`config.mk`:
```
export PLATFORM = sky130hd
export DESIGN_NAME = led_pingpong_color_sequencer_flat
export DESIGN_NICKNAME = d
export VERILOG_FILES = /design/src/rtl/lpcs_pkg.sv /design/src/rtl/lpcs_tick_if.sv /design/src/rtl/lpcs_color_if.sv /design/src/rtl/lpcs_led_store.sv /design/src/rtl/led_pingpong_color_sequencer.sv /design/src/flat_wrapper.sv
export SDC_FILE = /design/constraint.sdc
export NUM_CORES = 1
export LEC_CHECK = 0
export BUFFER_PORTS_ARGS = -buffer_cell sky130_fd_sc_hd__clkbuf_2
export CORE_UTILIZATION = 66
export DETAILED_ROUTE_END_ITERATION = 7
export PLACE_DENSITY = 0.84
export SETUP_SLACK_MARGIN = 0.15
export SLEW_MARGIN = 30
export SYNTH_ARGS = -nofsm -noshare
export SYNTH_HDL_FRONTEND = slang
export SYNTH_SLANG_ARGS = --single-unit
```
`constraint.sdc`:
```
create_clock -name clk -period 11.4 [get_ports clk]
set_input_delay 2.28 -clock clk [delete_from_list [all_inputs] [get_ports clk]]
set_output_delay 2.28 -clock clk [all_outputs]
set_load 0.01 [all_outputs]
```
`src/rtl/lpcs_pkg.sv`:
```
package lpcs_pkg;

    localparam int LED_COUNT_DEFAULT = 32;
    localparam int SEQ_LAST = 33;
    localparam int TABLE_ROWS = 17;
    localparam int TIMER_DIV = 20;
    localparam int DELAY_SPREAD = 100;

    // floor(x / DELAY_SPREAD) for 16-bit x, low by at most one
    localparam int RECIP_SPREAD = 655;
    localparam int RECIP_SPREAD_SHIFT = 16;
    // exact floor(x / TIMER_DIV) for 8-bit x
    localparam int RECIP_DIV = 205;
    localparam int RECIP_DIV_SHIFT = 12;

    localparam logic [15:0] SEED_DEFAULT = 16'd44257;
    localparam logic [15:0] LFSR_TAPS = 16'hB400;
    localparam logic [15:0] REFRESH_DEFAULT = 16'd20;

    localparam int CFG_DATA_W = 16;
    localparam int CFG_INDEX_W = 2;

    typedef enum logic [CFG_INDEX_W-1:0] {
        CFG_ENABLE  = 2'd0,
        CFG_REFRESH = 2'd1,
        CFG_SEED    = 2'd2
    } cfg_index_t;

    typedef struct packed {
        logic [7:0] hue;
        logic [7:0] saturation;
        logic [7:0] value;
        logic [7:0] delay_lo;
        logic [7:0] delay_hi;
    } color_row_t;

    typedef struct packed {
        logic [5:0] step;
        logic [7:0] timer;
    } led_entry_t;

    function automatic color_row_t color_row(input logic [4:0] row);
        color_row_t r;
        unique case (row)
            5'd0:    r = '{8'd87, 8'd0, 8'd0, 8'd100, 8'd200};
            5'd1:    r = '{8'd87, 8'd52, 8'd26, 8'd25, 8'd25};
            5'd2:    r = '{8'd87, 8'd103, 8'd53, 8'd25, 8'd25};
            5'd3:    r = '{8'd87, 8'd155, 8'd79, 8'd25, 8'd25};
            5'd4:    r = '{8'd87, 8'd206, 8'd105, 8'd100, 8'd200};
            5'd5:    r = '{8'd85, 8'd218, 8'd125, 8'd25, 8'd25};
            5'd6:    r = '{8'd83, 8'd231, 8'd145, 8'd25, 8'd25};
            5'd7:    r = '{8'd81, 8'd243, 8'd164, 8'd25, 8'd25};
            5'd8:    r = '{8'd79, 8'd255, 8'd184, 8'd100, 8'd200};
            5'd9:    r = '{8'd64, 8'd255, 8'd201, 8'd25, 8'd25};
            5'd10:   r = '{8'd49, 8'd255, 8'd217, 8'd25, 8'd25};
            5'd11:   r = '{8'd33, 8'd255, 8'd234, 8'd25, 8'd25};
            5'd12:   r = '{8'd18, 8'd255, 8'd250, 8'd100, 8'd200};
            5'd13:   r = '{8'd14, 8'd255, 8'd241, 8'd25, 8'd25};
            5'd14:   r = '{8'd9, 8'd255, 8'd232, 8'd25, 8'd25};
            5'd15:   r = '{8'd5, 8'd255, 8'd223, 8'd25, 8'd25};
            5'd16:   r = '{8'd0, 8'd255, 8'd214, 8'd200, 8'd200};
            default: r = '0;
        endcase
        return r;
    endfunction

    // forward then back through the table, clamped to the last row
    function automatic logic [4:0] mirror_row(input logic [5:0] s);
        logic [5:0] r;
        r = (s <= 6'(TABLE_ROWS)) ? s : 6'(6'(SEQ_LAST) - s);
        if (r > 6'(TABLE_ROWS - 1))
        begin
            r = 6'(TABLE_ROWS - 1);
        end
        return r[4:0];
    endfunction

    function automatic logic [15:0] lfsr_step(input logic [15:0] v);
        logic [15:0] n;
        n = v >> 1;
        if (v[0])
        begin
            n = n ^ LFSR_TAPS;
        end
        return n;
    endfunction

endpackage

```
`src/rtl/lpcs_tick_if.sv`:
```
interface lpcs_tick_if;
    logic        valid;
    logic        ready;
    logic [31:0] now_ms;

    modport source (output valid, output now_ms, input ready);
    modport sink (input valid, input now_ms, output ready);
endinterface

```
`src/rtl/lpcs_color_if.sv`:
```
interface lpcs_color_if;
    logic       valid;
    logic       ready;
    logic [4:0] led_index;
    logic [7:0] hue;
    logic [7:0] saturation;
    logic [7:0] brightness_value;
    logic       advanced;
    logic       last_of_frame;

    modport source (
        output valid, output led_index, output hue, output saturation,
        output brightness_value, output advanced, output last_of_frame,
        input ready
    );
    modport sink (
        input valid, input led_index, input hue, input saturation,
        input brightness_value, input advanced, input last_of_frame,
        output ready
    );
endinterface

```
`src/rtl/lpcs_led_store.sv`:
```
module lpcs_led_store #(
    parameter int DEPTH = lpcs_pkg::LED_COUNT_DEFAULT
) (
    input  logic                              clk,
    input  logic                              rst_n,
    input  logic                              wr_en,
    input  logic [((DEPTH > 1) ? $clog2(DEPTH) : 1)-1:0] wr_addr,
    input  lpcs_pkg::led_entry_t              wr_data,
    input  logic                              rd_en,
    input  logic [((DEPTH > 1) ? $clog2(DEPTH) : 1)-1:0] rd_addr,
    output lpcs_pkg::led_entry_t              rd_data
);

    lpcs_pkg::led_entry_t mem [DEPTH];
    logic [DEPTH-1:0]     valid_reg;
    lpcs_pkg::led_entry_t rd_data_reg;
    logic                 rd_valid_reg;

    always_ff @(posedge clk or negedge rst_n)
    begin
        if (!rst_n)
        begin
            valid_reg    <= '0;
            rd_valid_reg <= 1'b0;
        end
        else
        begin
            if (wr_en)
            begin
                valid_reg[wr_addr] <= 1'b1;
            end
            if (rd_en)
            begin
                rd_valid_reg <= valid_reg[rd_addr];
            end
        end
    end

    always_ff @(posedge clk)
    begin
        if (wr_en)
        begin
            mem[wr_addr] <= wr_data;
        end
        if (rd_en)
        begin
            rd_data_reg <= mem[rd_addr];
        end
    end

    // never-written entries read as the reset state
    assign rd_data = rd_valid_reg ? rd_data_reg : '0;

endmodule

```
`src/rtl/led_pingpong_color_sequencer.sv`:
```
// channel   dir   payload                                        transfer
// tick      in    now_ms                                         valid & ready
// color     out   led_index, hue, saturation, brightness_value,  valid & ready
//                 advanced, last_of_frame
// cfg       in    cfg_index, cfg_data                            cfg_we
//
// an accepted tick passes a setup state that reads the first led's state, then
// the walk visits every led in order through the state memory read port
// a led that reloads from the random spread right after another one waits
// while the lfsr remainder is recomputed
// ignored ticks are dropped; color stalls hold the led walk, and the tick input
// waits until the walk is done
// reset clears the led states through per-entry valid bits, no clearing pass
module led_pingpong_color_sequencer #(
    parameter int LED_COUNT = lpcs_pkg::LED_COUNT_DEFAULT
) (
    input  logic                               clk,
    input  logic                               rst_n,
    lpcs_tick_if.sink                          tick,
    lpcs_color_if.source                       color,
    input  logic                               cfg_we,
    input  logic [lpcs_pkg::CFG_INDEX_W-1:0]   cfg_index,
    input  logic [lpcs_pkg::CFG_DATA_W-1:0]    cfg_data
);

    localparam int AW = (LED_COUNT > 1) ? $clog2(LED_COUNT) : 1;
    localparam logic [AW-1:0] LAST_LED = AW'(LED_COUNT - 1);

    typedef enum logic [1:0] {
        ST_IDLE,
        ST_PREP,
        ST_RUN
    } state_t;

    state_t      state_reg;
    logic        enable_reg;
    logic [15:0] refresh_reg;
    logic [15:0] lfsr_reg;
    logic [31:0] last_tick_reg;
    logic [7:0]  delta_lo_reg;
    logic        delta_big_reg;
    logic [3:0]  dec_reg;
    logic [9:0]  qn_reg;
    logic        qn_ok_reg;
    logic [AW-1:0] led_reg;

    logic        out_valid_reg;
    logic [4:0]  out_index_reg;
    logic [7:0]  out_hue_reg;
    logic [7:0]  out_sat_reg;
    logic [7:0]  out_val_reg;
    logic        out_adv_reg;
    logic        out_last_reg;

    logic [31:0] delta;
    logic        tick_take;
    logic        tick_ok;
    logic [15:0] lfsr_nxt;
    logic [25:0] qn_prod;
    logic [15:0] dec_prod;
    logic [16:0] rem_wide;
    logic [7:0]  rem_lo;
    logic [6:0]  rem;

    lpcs_pkg::led_entry_t entry;
    lpcs_pkg::led_entry_t entry_next;
    lpcs_pkg::color_row_t row_data;
    logic [5:0]  step_adv;
    logic [5:0]  step_hold;
    logic [4:0]  row;
    logic        adv;
    logic        need_rand;
    logic        out_free;
    logic        fire;
    logic        lfsr_we;
    logic        rd_en;
    logic [AW-1:0] rd_addr;
    logic [7:0]  reload;

    assign delta     = tick.now_ms - last_tick_reg;
    assign tick.ready = (state_reg == ST_IDLE);
    assign tick_take = tick.valid && tick.ready;
    assign tick_ok   = enable_reg && (delta >= {16'b0, refresh_reg});

    assign lfsr_nxt = lpcs_pkg::lfsr_step(lfsr_reg);
    assign qn_prod  = {10'b0, lfsr_nxt} * 26'(lpcs_pkg::RECIP_SPREAD);
    assign dec_prod = {8'b0, delta_lo_reg} * 16'(lpcs_pkg::RECIP_DIV);

    // remainder of the next lfsr value by the delay spread
    assign rem_wide = {1'b0, lfsr_nxt} - 17'({7'b0, qn_reg} * 17'(lpcs_pkg::DELAY_SPREAD));
    assign rem_lo   = rem_wide[7:0];
    assign rem      = (rem_lo >= 8'(lpcs_pkg::DELAY_SPREAD))
                      ? 7'(rem_lo - 8'(lpcs_pkg::DELAY_SPREAD)) : rem_lo[6:0];

    always_comb
    begin
        adv       = delta_big_reg || (delta_lo_reg > entry.timer);
        step_adv  = (entry.step >= 6'(lpcs_pkg::SEQ_LAST)) ? 6'd0 : 6'(entry.step + 6'd1);
        step_hold = (entry.step <= 6'(lpcs_pkg::SEQ_LAST)) ? entry.step : 6'd0;
        row       = lpcs_pkg::mirror_row(adv ? step_adv : step_hold);
        row_data  = lpcs_pkg::color_row(row);
        need_rand = adv && (row_data.delay_hi != row_data.delay_lo);
        reload    = 8'({1'b0, row_data.delay_lo} + (need_rand ? {2'b0, rem} : 9'd0));
        if (adv)
        begin
            entry_next.step  = step_adv;
            entry_next.timer = reload;
        end
        else
        begin
            entry_next.step  = entry.step;
            entry_next.timer = entry.timer - {4'b0, dec_reg};
        end
    end

    assign out_free = !out_valid_reg || color.ready;
    assign fire     = (state_reg == ST_RUN) && out_free && !(need_rand && !qn_ok_reg);
    assign lfsr_we  = fire && need_rand;
    assign rd_en    = (state_reg == ST_PREP) || (fire && (led_reg != LAST_LED));
    assign rd_addr  = (state_reg == ST_PREP) ? '0 : AW'(led_reg + AW'(1));

    lpcs_led_store #(
        .DEPTH (LED_COUNT)
    ) u_store (
        .clk     (clk),
        .rst_n   (rst_n),
        .wr_en   (fire),
        .wr_addr (led_reg),
        .wr_data (entry_next),
        .rd_en   (rd_en),
        .rd_addr (rd_addr),
        .rd_data (entry)
    );

    always_ff @(posedge clk or negedge rst_n)
    begin
        if (!rst_n)
        begin
            state_reg     <= ST_IDLE;
            enable_reg    <= 1'b1;
            refresh_reg   <= lpcs_pkg::REFRESH_DEFAULT;
            lfsr_reg      <= lpcs_pkg::SEED_DEFAULT;
            last_tick_reg <= '0;
            qn_ok_reg     <= 1'b0;
            led_reg       <= '0;
            out_valid_reg <= 1'b0;
        end
        else
        begin
            if (cfg_we)
            begin
                unique case (cfg_index)
                    lpcs_pkg::CFG_ENABLE:  enable_reg  <= cfg_data[0];
                    lpcs_pkg::CFG_REFRESH: refresh_reg <= cfg_data;
                    lpcs_pkg::CFG_SEED:    lfsr_reg    <= (cfg_data != '0)
                                                          ? cfg_data
                                                          : lpcs_pkg::SEED_DEFAULT;
                    default: ;
                endcase
            end
            else if (lfsr_we)
            begin
                lfsr_reg <= lfsr_nxt;
            end

            qn_ok_reg <= !lfsr_we && !cfg_we;

            if (fire)
            begin
                out_valid_reg <= 1'b1;
            end
            else if (color.ready)
            begin
                out_valid_reg <= 1'b0;
            end

            unique case (state_reg)
                ST_IDLE:
                begin
                    if (tick_take && tick_ok)
                    begin
                        last_tick_reg <= tick.now_ms;
                        state_reg     <= ST_PREP;
                    end
                end
                ST_PREP:
                begin
                    led_reg   <= '0;
                    state_reg <= ST_RUN;
                end
                ST_RUN:
                begin
                    if (fire)
                    begin
                        if (led_reg == LAST_LED)
                        begin
                            state_reg <= ST_IDLE;
                        end
                        else
                        begin
                            led_reg <= AW'(led_reg + AW'(1));
                        end
                    end
                end
                default: state_reg <= ST_IDLE;
            endcase
        end
    end

    always_ff @(posedge clk)
    begin
        qn_reg <= qn_prod[25:16];
        if (tick_take)
        begin
            delta_lo_reg  <= delta[7:0];
            delta_big_reg <= |delta[31:8];
        end
        if (state_reg == ST_PREP)
        begin
            dec_reg <= dec_prod[15:12];
        end
        if (fire)
        begin
            out_index_reg <= 5'(led_reg);
            out_hue_reg   <= row_data.hue;
            out_sat_reg   <= row_data.saturation;
            out_val_reg   <= row_data.value;
            out_adv_reg   <= adv;
            out_last_reg  <= (led_reg == LAST_LED);
        end
    end

    assign color.valid            = out_valid_reg;
    assign color.led_index        = out_index_reg;
    assign color.hue              = out_hue_reg;
    assign color.saturation       = out_sat_reg;
    assign color.brightness_value = out_val_reg;
    assign color.advanced         = out_adv_reg;
    assign color.last_of_frame    = out_last_reg;

endmodule

```
`src/flat_wrapper.sv`:
```
// flat-port wrapper written by rule: the top's interface ports become plain ports
module led_pingpong_color_sequencer_flat 
#(
    parameter int LED_COUNT = lpcs_pkg::LED_COUNT_DEFAULT
)
  (clk, rst_n, cfg_we, cfg_index, cfg_data, tick_valid, tick_now_ms, tick_ready, color_valid, color_led_index, color_hue, color_saturation, color_brightness_value, color_advanced, color_last_of_frame, color_ready);
  lpcs_tick_if tick_i ();
  lpcs_color_if color_i ();
  input  logic clk;
  input  logic rst_n;
  input  logic cfg_we;
  input  logic [lpcs_pkg::CFG_INDEX_W-1:0] cfg_index;
  input  logic [lpcs_pkg::CFG_DATA_W-1:0] cfg_data;
  input wire logic [$bits(tick_i.valid)-1:0] tick_valid;
  input wire logic [$bits(tick_i.now_ms)-1:0] tick_now_ms;
  output wire logic [$bits(tick_i.ready)-1:0] tick_ready;
  output wire logic [$bits(color_i.valid)-1:0] color_valid;
  output wire logic [$bits(color_i.led_index)-1:0] color_led_index;
  output wire logic [$bits(color_i.hue)-1:0] color_hue;
  output wire logic [$bits(color_i.saturation)-1:0] color_saturation;
  output wire logic [$bits(color_i.brightness_value)-1:0] color_brightness_value;
  output wire logic [$bits(color_i.advanced)-1:0] color_advanced;
  output wire logic [$bits(color_i.last_of_frame)-1:0] color_last_of_frame;
  input wire logic [$bits(color_i.ready)-1:0] color_ready;
  assign tick_i.valid = tick_valid;
  assign tick_i.now_ms = tick_now_ms;
  assign tick_ready = tick_i.ready;
  assign color_valid = color_i.valid;
  assign color_led_index = color_i.led_index;
  assign color_hue = color_i.hue;
  assign color_saturation = color_i.saturation;
  assign color_brightness_value = color_i.brightness_value;
  assign color_advanced = color_i.advanced;
  assign color_last_of_frame = color_i.last_of_frame;
  assign color_i.ready = color_ready;
  led_pingpong_color_sequencer #(.LED_COUNT(LED_COUNT)) u_core (.clk(clk), .rst_n(rst_n), .tick(tick_i), .color(color_i), .cfg_we(cfg_we), .cfg_index(cfg_index), .cfg_data(cfg_data));
endmodule
```
=== Word level (Yosys, flattened, before mapping) ===
Memory sizes are Yosys's and may differ from the RTL's. A register that Yosys moved wholly into a read port is not among the register bits.
Cells that the tools add are included.
Widths: inputs -> output; s select.

* Flip-flop bits (word level): 161
* Bits in writable memories: 448
* Bits in read-only memories: 1,120
* Input port bits: 55
* Output and inout port bits: 33
* Word-level logic and storage cells: 119
* Memories: 2

* Add/sub/neg operators: 8
* $mul: 3
* Magnitude comparators: 10
* Eq/ne operators: 12
* Mux-type cells: 30
* Bitwise gates (word level): 2
* Reductions and logical operators: 32

{| class="wikitable"
|+ Memories
! memory !! depth !! width !! read ports !! clocked after Yosys merged registers in !! wr ports !! line !! RTL
|-
| (name not given) || 32 || 35 || 1 || 0 || 0 || lpcs_pkg.sv:44 || <nowiki>unique case (row)</nowiki>
|-
| u_core.u_store.mem || 32 || 14 || 1 || 1 || 1 || lpcs_led_store.sv:14 || <nowiki>lpcs_pkg::led_entry_t mem [DEPTH];</nowiki>
|}

{| class="wikitable"
|+ Operator list
! operator !! number
|-
| $mux 16 || 5
|-
| $ge 32x16->1 || 1
|-
| $or 32x32->32 || 1
|-
| $sub 32x32->32 || 1
|-
| $mux 14 || 2
|-
| $mul 16x10->26 const B || 1
|-
| $mux 6 || 4
|-
| $reduce_or 24->1 || 1
|-
| $mux 5 || 4
|-
| $mul 8x8->16 const B || 1
|-
| $reduce_bool 16->1 || 1
|-
| $mux 7 || 2
|-
| $lt 5x6->1 const B || 2
|-
| $logic_and 1x1->1 || 11
|-
| $mul 10x5->6 const B || 1
|-
| $pmux 5 s2 || 1
|-
| $add 8x8->8 || 1
|-
| $ge 8x7->1 const B || 1
|-
| $gt 8x8->1 || 1
|-
| $ne 8x8->1 || 1
|-
| $reduce_and 2->1 || 4
|-
| $sub 8x4->8 || 1
|-
| $sub 8x8->8 || 1
|-
| $sub 7x7->7 const B || 1
|-
| 25 further kinds || 47
|}

=== Longest topological paths before layout ===
Gate-level depths: netlist (run 1).
An unclocked memory read counts as a cell.

* Depth after elaboration: 17
* Gate-level depth with buffers: 30
* Depth with buffers taken out: 25

=== Cells and area by module ===
Synthesis (run 1) repeated with hierarchy kept, for this count alone.

* Cell total of the unflattened synthesis: 2,122
* Area, all modules: 31,530.2 um2

{| class="wikitable"
|+ By module, submodules not included
! module !! instances !! cells each !! area each (um2) !! seq. area each (um2)
|-
| lpcs_led_store || 1 || 817 || 18,998.2 || 14,699.1
|-
| led_pingpong_color_sequencer || 1 || 1,305 || 12,532.0 || 3,276.9
|}

=== Least setup slack after synthesis (run 1) ===
No wires, ideal clock.

* Path kind: reg2reg
* From: reg u_core.u_store.rd_valid_reg
* To: mem u_core.u_store.mem[0][7] (netlist bit), data pin
* Library setup time: 0.454 ns
* Arrival time: 7.385 ns
* Setup slack: 3.561 ns
* Stages on the path, launching flop included: 29
* Buffers on the path: 5
* Clock period less this slack: 7.839 ns
* Path through: dfrtp_1 clkbuf_1 buf_1 nand2_1 ha_1 nor2b_1 o211ai_2 a21boi_1 or4_4 buf_6 a32oi_2 a21o_1 inv_1 ha_1 a32oi_1 ha_1 clkbuf_1 inv_1 or4_4 buf_6 nor2_1 ha_1 and3_1 and3_1 nand3_1 o31a_1 a21oi_1 xnor2_1 o21ai_0

{| class="wikitable"
|+ RTL lines
! what !! line !! RTL
|-
| from (decl) || lpcs_led_store.sv:17 || <nowiki>logic rd_valid_reg;</nowiki>
|-
| from (signal assigned) || lpcs_led_store.sv:34 || <nowiki>rd_valid_reg <= valid_reg[rd_addr];</nowiki>
|-
| to (decl) || lpcs_led_store.sv:14 ||
|}

==> flow_metrics.py, run 1 <==
metrics = {
    "critical_path": {
        "rr_worst_depth": 24,
        "path_cells": "nand2_1, ha_1, nor2b_1, o211ai_2, a21boi_1, or4_4, nand2_2, inv_1, a31oi_2, and2_1, o21ai_0, a32oi_1, ha_1, inv_1, or4_4, nor2_1, ha_1, and3_1, and3_1, nand3_1, o31a_1, a21oi_1, xnor2_1, o21ai_4",
        "r2r_setup_slack_ps": 3110,
        "crit_required_ps": 11710,
        "slowest_delay_ps": 810,
        "endpoint_kind": "flip-flop",
        "r2r_start": "u_core.u_store.rd_valid_reg",
        "cpMostUsedCell": "ha_1",
        "slowest_stage": "dfrtp_1",
        "path_delay_family": "simple AND/OR/NAND/NOR gates",
        "worst-path-buf-inv": 2,
        "worst_ep_arrival_time_ps": 8610,
        "worstSetupPathType": "flip-flop to flip-flop",
        "cp_max_fo": 32,
        "reg2reg_to": "u_core.u_store.mem[0][7]",
        "start_kind": "flip-flop",
    },
    "floorplanning": {
        "io_pins": 88,
        "core-area_um2": 47600,
        "dieWidth_um": 222,
        "die_y_um": 222,
        "row_count": 80,
        "die-area_um2": 49200,
        "start_util": 0.669,
    },
    "global_routing": {
        "grt_use_total": 0.325,
        "grt_start_max_net_pins": 95,
        "overflow": 0,
        "antenna_found_initial": 3,
        "grt_pass1_vias": 20631,
        "grt_pass1_wl_um": 121000,
    },
    "cells_and_area": {
        "multi_input_area_um2": 12900,
        "largest_reg_flops": 448,
        "drive_gt1_frac": 0.179,
        "area_growth_pct": 10.1,
        "insertedDiodeCount": 0,
        "ff_latch_area_um2": 18000,
        "final_cells": 3088,
        "nFillCells": 2867,
        "finalNetCount": 2748,
    },
    "timing": {
        "tightestPinTransition_ps": 985,
        "hold_viol": 0,
        "fin_worst_skew_ps": 60.6,
        "relSlewSlack": 0.341,
        "rsz0062_at_grt": "false",
        "setup_violations": 0,
        "finalSetupTns_ps": 0,
        "fin_crit_ps": 8290,
        "finalCritPeriodShare": 0.728,
        "slew_viol_final": 0,
        "fmax_mhz": 121,
    },
    "yosys": {
        "yosysWarningCount": 0,
        "synth_seq_cells": 618,
        "ys_types": 93,
        "syn_area_per_cell_um2": 13.7,
        "synth_nets": 2658,
        "synth_top_area_cell": "edfxtp_1",
        "synth_common_cells": "edfxtp_1, ha_1, inv_1, o21ai_0, nor2_1",
        "syn_inst": 2332,
        "synth_top_cell_area_share": 0.476,
        "async_flop_share": 0.173,
        "ys_seq_area_frac": 0.564,
        "synth_edf_count": 505,
        "syn-cell-area_um2": 31900,
        "yosys-top-cells-area": "edfxtp_1, ha_1, dfrtp_1, mux4_2, fa_1",
        "synth_ff_type": "edfxtp_1",
        "synth.most_common_cell": "edfxtp_1",
    },
    "drt": {
        "drc_errors": 0,
        "viasPerCell": 6.65,
        "drtIter0Drc": 2401,
        "vias": 20550,
        "dr.pass1.iters": 6,
        "avgRoutedWirePerCell_um": 25.4,
        "wirelength_um": 78300,
        "ant_nets": 0,
    },
    "cts": {
        "clockBufferDepth": 3,
        "clock-sinks": 618,
        "post_cts_buffers": 0,
        "cts_tree": "done",
        "cts-resized-gates": 0,
        "cts_root_buffer": "clkbuf_16",
        "ctsHoldBuffers": 0,
        "ctsHtreeMaxLevel": 2,
        "cts_buffers": 59,
        "clk_pin_slew_ps": 70,
        "clk_latency_ps": 670,
    },
    "min_path": {
        "hold_end": "u_core.u_store.valid_reg[11]",
        "hold_class": "flip-flop to flip-flop",
        "hold_depth": 1,
        "hp-start": "u_core.u_store.valid_reg[11]",
    },
    "status": {
        "status": "completed",
    },
    "placement": {
        "io_buffers": 86,
        "dp_cells": 2975,
        "hpwl_um": 49700,
        "gp_congestion": 0.941,
    },
    "run": {
        "cap_viol_max_count": 0,
    },
}
-- metrics by stage --
step / instance area [µm²] / utilization / hold slack [ps] / setup WS (ps)
5_1_grt: 35100 / 0.737 / 474 / 2610
3_5_place_dp: 33100 / 0.694 / 445 / 2890
6_report: 35100 / 0.737 / 463 / 3110
4_1_cts: 35100 / 0.736 / 463 / 2820
2_1_floorplan: 31900 / - / 425 / 3560
3_3_place_gp: 33000 / 0.693 / 441 / 2970
-- cell usage in the layout, fill, tap and decap left out, drive strengths merged, types with 16 or more instances in the layout --
cell and count:
mux2 65, o221ai 57, nor2b 20, a21o 36
a21oi 92, clkbuf 153, mux4 84, o21bai 29
nor2 114, clkinv 29, edfxtp 505, o21ai 157
and3 16, xnor2 44, dfrtp 96, xor2 30
inv 190, fa 58, or2 17, or3 61
nand3 20, nand2 115, a211oi 20, ha 213
buf 48
-- logic make-up (layout without fill, tap and decap cells) --
kind of cell,count (synthesis),in the layout,share of synthesized area
AOI/OAI and AO/OA,486,486,0.101
xor gates and xnor gates,74,74,0.0203
adders and majority gates,271,271,0.120
buffers and inverters,292,433,0.0370
DFF,618,618,0.564
muxes,153,153,0.0870
other,1,1,0.000118
and+or+nand+nor,437,437,0.0703
-- how the worst max path moves through the flow --
stage	cells past startpoint	start	endpoint	slack [ps]
2_1_floorplan	28	u_core.u_store.rd_valid_reg	u_core.u_store.mem[0][7]	3560
3_3_place_gp	24	u_core.u_store.rd_valid_reg	u_core.u_store.mem[17][7]	2970
3_5_place_dp	24	u_core.u_store.rd_valid_reg	u_core.u_store.mem[16][7]	2890
4_1_cts	24	u_core.u_store.rd_valid_reg	u_core.u_store.mem[19][7]	2820
5_1_grt	24	u_core.u_store.rd_valid_reg	u_core.u_store.mem[0][7]	2610
6_report	24	u_core.u_store.rd_valid_reg	u_core.u_store.mem[0][7]	3110
-- layout make-up --
cell class | instances | share of cell area
repair buffers | 133 | 0.0226
clock inverters | 44 | 0.0131
inverters | 188 | 0.0202
flip-flops and latches | 618 | 0.512
clock buffers | 68 | 0.0433
multi-input cells | 1422 | 0.367
well taps | 615 | 0.0219
-- worst reg2reg max path, stage by stage, from the launching register on --
cell      delay, ps
dfrtp_1         810
nand2_1         260
ha_1            350
nor2b_1         140
o211ai_2        130
a21boi_1        100
or4_4           570
nand2_2         460
inv_1           290
a31oi_2         360
and2_1          200
o21ai_0          90
a32oi_1         730
ha_1            510
inv_1           150
or4_4           660
nor2_1          150
ha_1            170
and3_1          180
and3_1          160
nand3_1          80
o31a_1          280
a21oi_1         190
xnor2_1         120
o21ai_4         760
-- per-layer routing --
metal / track usage / vias up / part of all wire
met3: 0.0547 / 210 / 0.084
met1: 0.442 / 10180 / 0.39
met4: 0.134 / 6 / 0.045
met5: 0 / - / 0.00055
met2: 0.528 / 1211 / 0.48
li1: - / 8943 / -
Power of run 1 is left out: the tool's default activity adds up to more than one toggle a clock period on the data nets, which glitch-free logic cannot reach.
==> inputs of run 2 (changes only) <==
--- a/config.mk
+++ b/config.mk
@@ -6,9 +6,9 @@
 export NUM_CORES = 1
 export LEC_CHECK = 0
 export BUFFER_PORTS_ARGS = -buffer_cell sky130_fd_sc_hd__clkbuf_2
-export CORE_UTILIZATION = 66
+export CORE_UTILIZATION = 57
 export DETAILED_ROUTE_END_ITERATION = 7
-export PLACE_DENSITY = 0.84
+export PLACE_DENSITY = 0.77
 export SETUP_SLACK_MARGIN = 0.15
 export SLEW_MARGIN = 30
 export SYNTH_ARGS = -nofsm -noshare
==> constraint.sdc (replaced) <==
create_clock -name clk -period 7.15 [get_ports clk]
set_input_delay 1.43 -clock clk [delete_from_list [all_inputs] [get_ports clk]]
set_output_delay 1.43 -clock clk [all_outputs]
set_load 0.01 [all_outputs]
==> flow_metrics.py, run 2 (synthesis results as in run 1) <==
metrics = {
    "status": {
        "status": "completed",
    },
    "critical_path": {
        "r2r_start": "u_core.u_store.rd_valid_reg",
        "r2r_setup_slack_ps": 580,
        "endpoint_kind": "flip-flop",
        "crit_required_ps": 7500,
        "cp_max_fo": 16,
        "start_kind": "flip-flop",
        "crit_start": "u_core.u_store.rd_valid_reg",
        "worstSetupPathType": "flip-flop to flip-flop",
        "worst_ep_arrival_time_ps": 6920,
    },
    "floorplanning": {
        "row_count": 86,
        "start_util": 0.578,
        "core-area_um2": 55200,
        "dieWidth_um": 239,
        "die_y_um": 239,
        "die-area_um2": 56900,
        "io_pins": 88,
    },
    "timing": {
        "setup_ws_ps": 576,
        "slew_viol_final": 0,
        "tightestPinTransition_ps": 1010,
        "hold_ws_ps": 461,
        "relSlewSlack": 0.327,
        "finalCritPeriodShare": 0.920,
        "rsz0062_at_grt": "false",
        "hold_viol": 0,
        "setup_violations": 0,
        "fmax_mhz": 152,
        "finalSetupTns_ps": 0,
        "fin_worst_skew_ps": 19.4,
        "fin_crit_ps": 6570,
    },
    "cells_and_area": {
        "layout_common_cells": "edfxtp_1, ha_1, inv_1, o21ai_0, nand2_1",
        "drive_gt1_frac": 0.184,
        "finish.utilization": 0.643,
        "largest_reg_flops": 448,
        "finalNetCount": 2738,
        "area_growth_pct": 11.3,
        "final_common_cell": "edfxtp_1",
    },
    "placement": {
        "io_buffers": 86,
        "gp_congestion": 0.926,
        "dp_slack_ps": 356,
        "hpwl_um": 48300,
    },
    "drt": {
        "viasPerCell": 6.30,
        "vias": 20243,
        "avgRoutedWirePerCell_um": 23.9,
        "ant_nets": 0,
        "drtIter0Drc": 2293,
        "dr.pass1.iters": 6,
        "drc_errors": 0,
        "wirelength_um": 76800,
    },
    "cts": {
        "clockBufferDepth": 3,
        "clock-sinks": 618,
        "cts_tree": "done",
        "ctsHtreeMaxLevel": 3,
        "clk_pin_slew_ps": 60,
        "cts_root_buffer": "clkbuf_16",
        "ctsHoldBuffers": 0,
        "clk_latency_ps": 610,
        "cts_buffers": 67,
    },
    "min_path": {
        "hp-start": "u_core.u_store.valid_reg[23]",
        "hold_class": "flip-flop to flip-flop",
    },
    "global_routing": {
        "grt_pass1_vias": 20520,
        "grt_use_total": 0.274,
        "antenna_found_initial": 1,
        "grt_pass1_wl_um": 118000,
        "overflow": 0,
        "grt_start_max_net_pins": 97,
    },
    "run": {
        "cap_viol_max_count": 0,
    },
}
-- run 2: changes by cell type in the layout (fill, tap and decap cells not counted), moves of 4 or more --
cell and change:
nor2_4 +22, buf_4 -21, nor2_1 -20, clkbuf_16 +10, bufinv_16 -5, clkbuf_1 +4, clkbuf_8 +4, clkinv_2 -4
o21ai_4 +4
-- run 2: final cells by class --
| cell class | count | area (µm²) |
|---|---|---|
| antenna | 1 | 2.50 |
| multi-input combinational | 1424 | 13100 |
| clock buffer | 86 | 1840 |
| timing repair buffer | 113 | 656 |
| tap | 748 | 936 |
| sequential | 618 | 18000 |
| inverter | 188 | 708 |
| fill | 3889 | 19700 |
| clock inverter | 33 | 258 |
-- run 2: worst max-delay path: stages, from the launching register on --
cell and delay [ps]:
dfrtp_1 530, nand2_1 210, ha_1 340, nor2b_1 150
o211ai_2 130, a21boi_1 100, or4_4 550, a32oi_2 390
a21o_1 230, inv_1 130, ha_1 270, a32oi_1 250
ha_1 190, buf_4 160, inv_1 90, or4_4 640
nor2_1 140, ha_1 270, a21o_1 180, a21oi_1 240
o21bai_1 100, a21oi_1 350, xor2_4 210, o21ai_4 450
-- run 2: repair_timing --
item / 4_1_cts / 5_1_grt
setup endpoints to repair: 0 / 64
gates resized for setup: 0 / 5
setup buffers: 0 / 1
-- run 2: metal layers --
metal / vias to the layer above / GRT usage / share of wire
li1: 8933 / - / -
met1: 10079 / 0.372 / 0.40
met3: 174 / 0.0476 / 0.085
met2: 1055 / 0.446 / 0.48
met5: - / 0 / 0.0010
met4: 2 / 0.102 / 0.032
-- run 2: through the flow --
| stage | cells | cell area, µm² |
|---|---|---|
| 6_report | 3211 | 35500 |
| 5_1_grt | 3211 | 35500 |
| 4_1_cts | 3207 | 35300 |
| 3_5_place_dp | 3088 | 33200 |
| 3_3_place_gp | 3088 | 33100 |
| 2_1_floorplan | 2332 | 31900 |
-- run 2: worst paths after layout --
path / endpoint / depth (start not counted)
setup / recovery: u_core.u_store.mem[19][6] / 23
hold / removal: u_core.u_store.valid_reg[23] / 1
setup reg to reg: u_core.u_store.mem[19][6] / 23
hold reg to reg: u_core.u_store.valid_reg[23] / 1
max in group asynchronous: u_core.led_reg[0] / 2
min in group asynchronous: u_core.lfsr_reg[12] / 1
Power of run 2 is left out for the same reason.
==> inputs of run 3 (changes only) <==
--- a/config.mk
+++ b/config.mk
@@ -13,4 +13,5 @@
 export SLEW_MARGIN = 30
 export SYNTH_ARGS = -nofsm -noshare
 export SYNTH_HDL_FRONTEND = slang
+export SYNTH_HIERARCHICAL = 1
 export SYNTH_SLANG_ARGS = --single-unit
==> flow_metrics.py, run 3 <==
metrics = {
    "status": {
        "status": "completed",
    },
    "cells_and_area": {
        "drive_gt1_frac": 0.231,
        "finalNetCount": 2589,
        "layout_common_cells": "edfxtp_1, ha_1, inv_1, mux4_2, nor2_1",
        "insertedDiodeCount": 0,
        "fin_area_um2": 35300,
        "largest_reg_flops": 448,
        "final_common_cell": "edfxtp_1",
        "area_growth_pct": 11.9,
    },
    "drt": {
        "dr.pass1.iters": 6,
        "drc_errors": 0,
        "avgRoutedWirePerCell_um": 23.6,
        "viasPerCell": 6.14,
        "drtIter0Drc": 1748,
        "wirelength_um": 71100,
        "vias": 18492,
        "ant_nets": 0,
    },
    "yosys": {
        "ys_types": 89,
        "yosys-top-cells-area": "edfxtp_1, mux4_2, ha_1, dfrtp_1, fa_1",
        "synth_top_cell_area_share": 0.481,
        "yosysWarningCount": 6,
        "synth_edf_count": 505,
        "syn_area_per_cell_um2": 14.9,
        "synth_top_area_cell": "edfxtp_1",
        "synth_common_cells": "edfxtp_1, ha_1, inv_1, mux4_2, nor2_1",
        "synth_ff_type": "edfxtp_1",
        "synth.most_common_cell": "edfxtp_1",
        "ys_seq_area_frac": 0.570,
        "syn_inst": 2122,
        "synth_nets": 2445,
        "synth_seq_cells": 618,
        "syn-cell-area_um2": 31500,
        "async_flop_share": 0.173,
    },
    "cts": {
        "cts_tree": "done",
        "clock-sinks": 618,
        "ctsHoldBuffers": 0,
        "clk_latency_ps": 650,
        "ctsHtreeMaxLevel": 2,
        "cts_root_buffer": "clkbuf_16",
        "post_cts_buffers": 0,
        "clk_pin_slew_ps": 60,
        "cts-resized-gates": 0,
        "cts_buffers": 61,
        "clockBufferDepth": 3,
    },
    "floorplanning": {
        "die-area_um2": 56300,
        "dieWidth_um": 237,
        "start_util": 0.581,
        "die_y_um": 237,
        "core-area_um2": 54200,
        "io_pins": 88,
        "row_count": 85,
    },
    "critical_path": {
        "crit_start": "u_core/u_store/rd_valid_reg",
        "crit_required_ps": 7490,
        "worstSetupPathType": "flip-flop to flip-flop",
        "start_kind": "flip-flop",
        "endpoint_kind": "flip-flop",
        "worst_ep_arrival_time_ps": 6890,
        "cp_max_fo": 32,
        "r2r_start": "u_core/u_store/rd_valid_reg",
    },
    "timing": {
        "hold_viol": 0,
        "fmax_mhz": 153,
        "relSlewSlack": 0.443,
        "fin_worst_skew_ps": 54.2,
        "tightestPinTransition_ps": 832,
        "fin_crit_ps": 6540,
        "slew_viol_final": 0,
        "rsz0062_at_grt": "false",
        "setup_violations": 0,
        "finalSetupTns_ps": 0,
        "finalCritPeriodShare": 0.915,
    },
    "placement": {
        "hpwl_um": 45300,
        "gp_congestion": 0.914,
        "io_buffers": 86,
        "dpl_cell_area_um2": 33100,
    },
    "global_routing": {
        "grt_use_total": 0.260,
        "antenna_found_initial": 0,
        "grt_pass1_vias": 19191,
        "overflow": 0,
        "grt_pass1_wl_um": 110000,
        "grt_start_max_net_pins": 117,
    },
    "min_path": {
        "hold_class": "flip-flop to flip-flop",
        "hp-start": "u_core/u_store/valid_reg[0]",
    },
    "run": {
        "cap_viol_max_count": 0,
    },
}
## run 3: cell count changes after synthesis, sizes merged, moves of 49 or more
cell,previous run,this run
mux4,84,140
clkbuf,80,31
o221ai,57,1
or3,61,2
nand2,115,60
o21ai,157,61
## run 3: cells by family after synthesis
kind of cell / synth area share
flip-flops: 0.570
AND/OR/NAND/NOR: 0.0596
AO/OA/AOI/OAI: 0.0634
adder cells (fa/ha/maj): 0.120
buffers and inverters: 0.0354
multiplexers: 0.134
XOR/XNOR: 0.0172
other: 0.000119
## run 3: critical path, cell delays in order (launching register included)
cell and delay [ps]:
dfrtp_1 570, and2_1 230, inv_1 80, ha_1 310, a211oi_1 210, nor2_1 80, nor3_1 450, a211o_1 250
mux2i_1 440, and4bb_1 370, nand4_1 120, mux2i_1 210, inv_1 110, ha_1 280, nand4_1 110, buf_4 180
nor2_1 70, ha_1 320, and3_1 210, nand4_1 130, o31ai_1 500, o22ai_1 210, xnor2_1 200, mux2_2 600
## run 3: per-stage QoR
step,hold WS [ps],setup slack [ps],utilization,cells
finish,467,606,0.650,3012
CTS,469,686,0.650,3012
global route,480,169,0.650,3012
detailed placement,453,726,0.610,2899
floorplan,439,151,-,2122
global placement,451,800,0.609,2897
## run 3: layout make-up
class                   instances  area [µm²]
flip-flops and latches        618       18000
inverters                     201         754
fillers                      3741       19000
well taps                     696         871
clock buffers                  70        1590
multi-input cells            1238       12600
clock inverters                43         578
repair buffers                146         948
## run 3: path summary, 6_finish.rpt
| path | end | slack [ps] | cells past startpoint |
|---|---|---|---|
| max in group asynchronous | u_core/last_tick_reg[21] | 5060 | 2 |
| max | u_core/u_store/mem[27][5] | 610 | 23 |
| min in group asynchronous | u_core/lfsr_reg[2] | 790 | 1 |
| min | u_core/u_store/valid_reg[0] | 470 | 1 |
| max reg2reg | u_core/u_store/mem[27][5] | 610 | 23 |
| min reg2reg | u_core/u_store/valid_reg[0] | 470 | 1 |
## run 3: layer usage
metal | global-route usage | wire length (µm)
met1 | 0.338 | 27400
met2 | 0.441 | 35800
met3 | 0.0405 | 5440
met4 | 0.102 | 2490
met5 | 0 | 0
Power of run 3 is left out for the same reason.
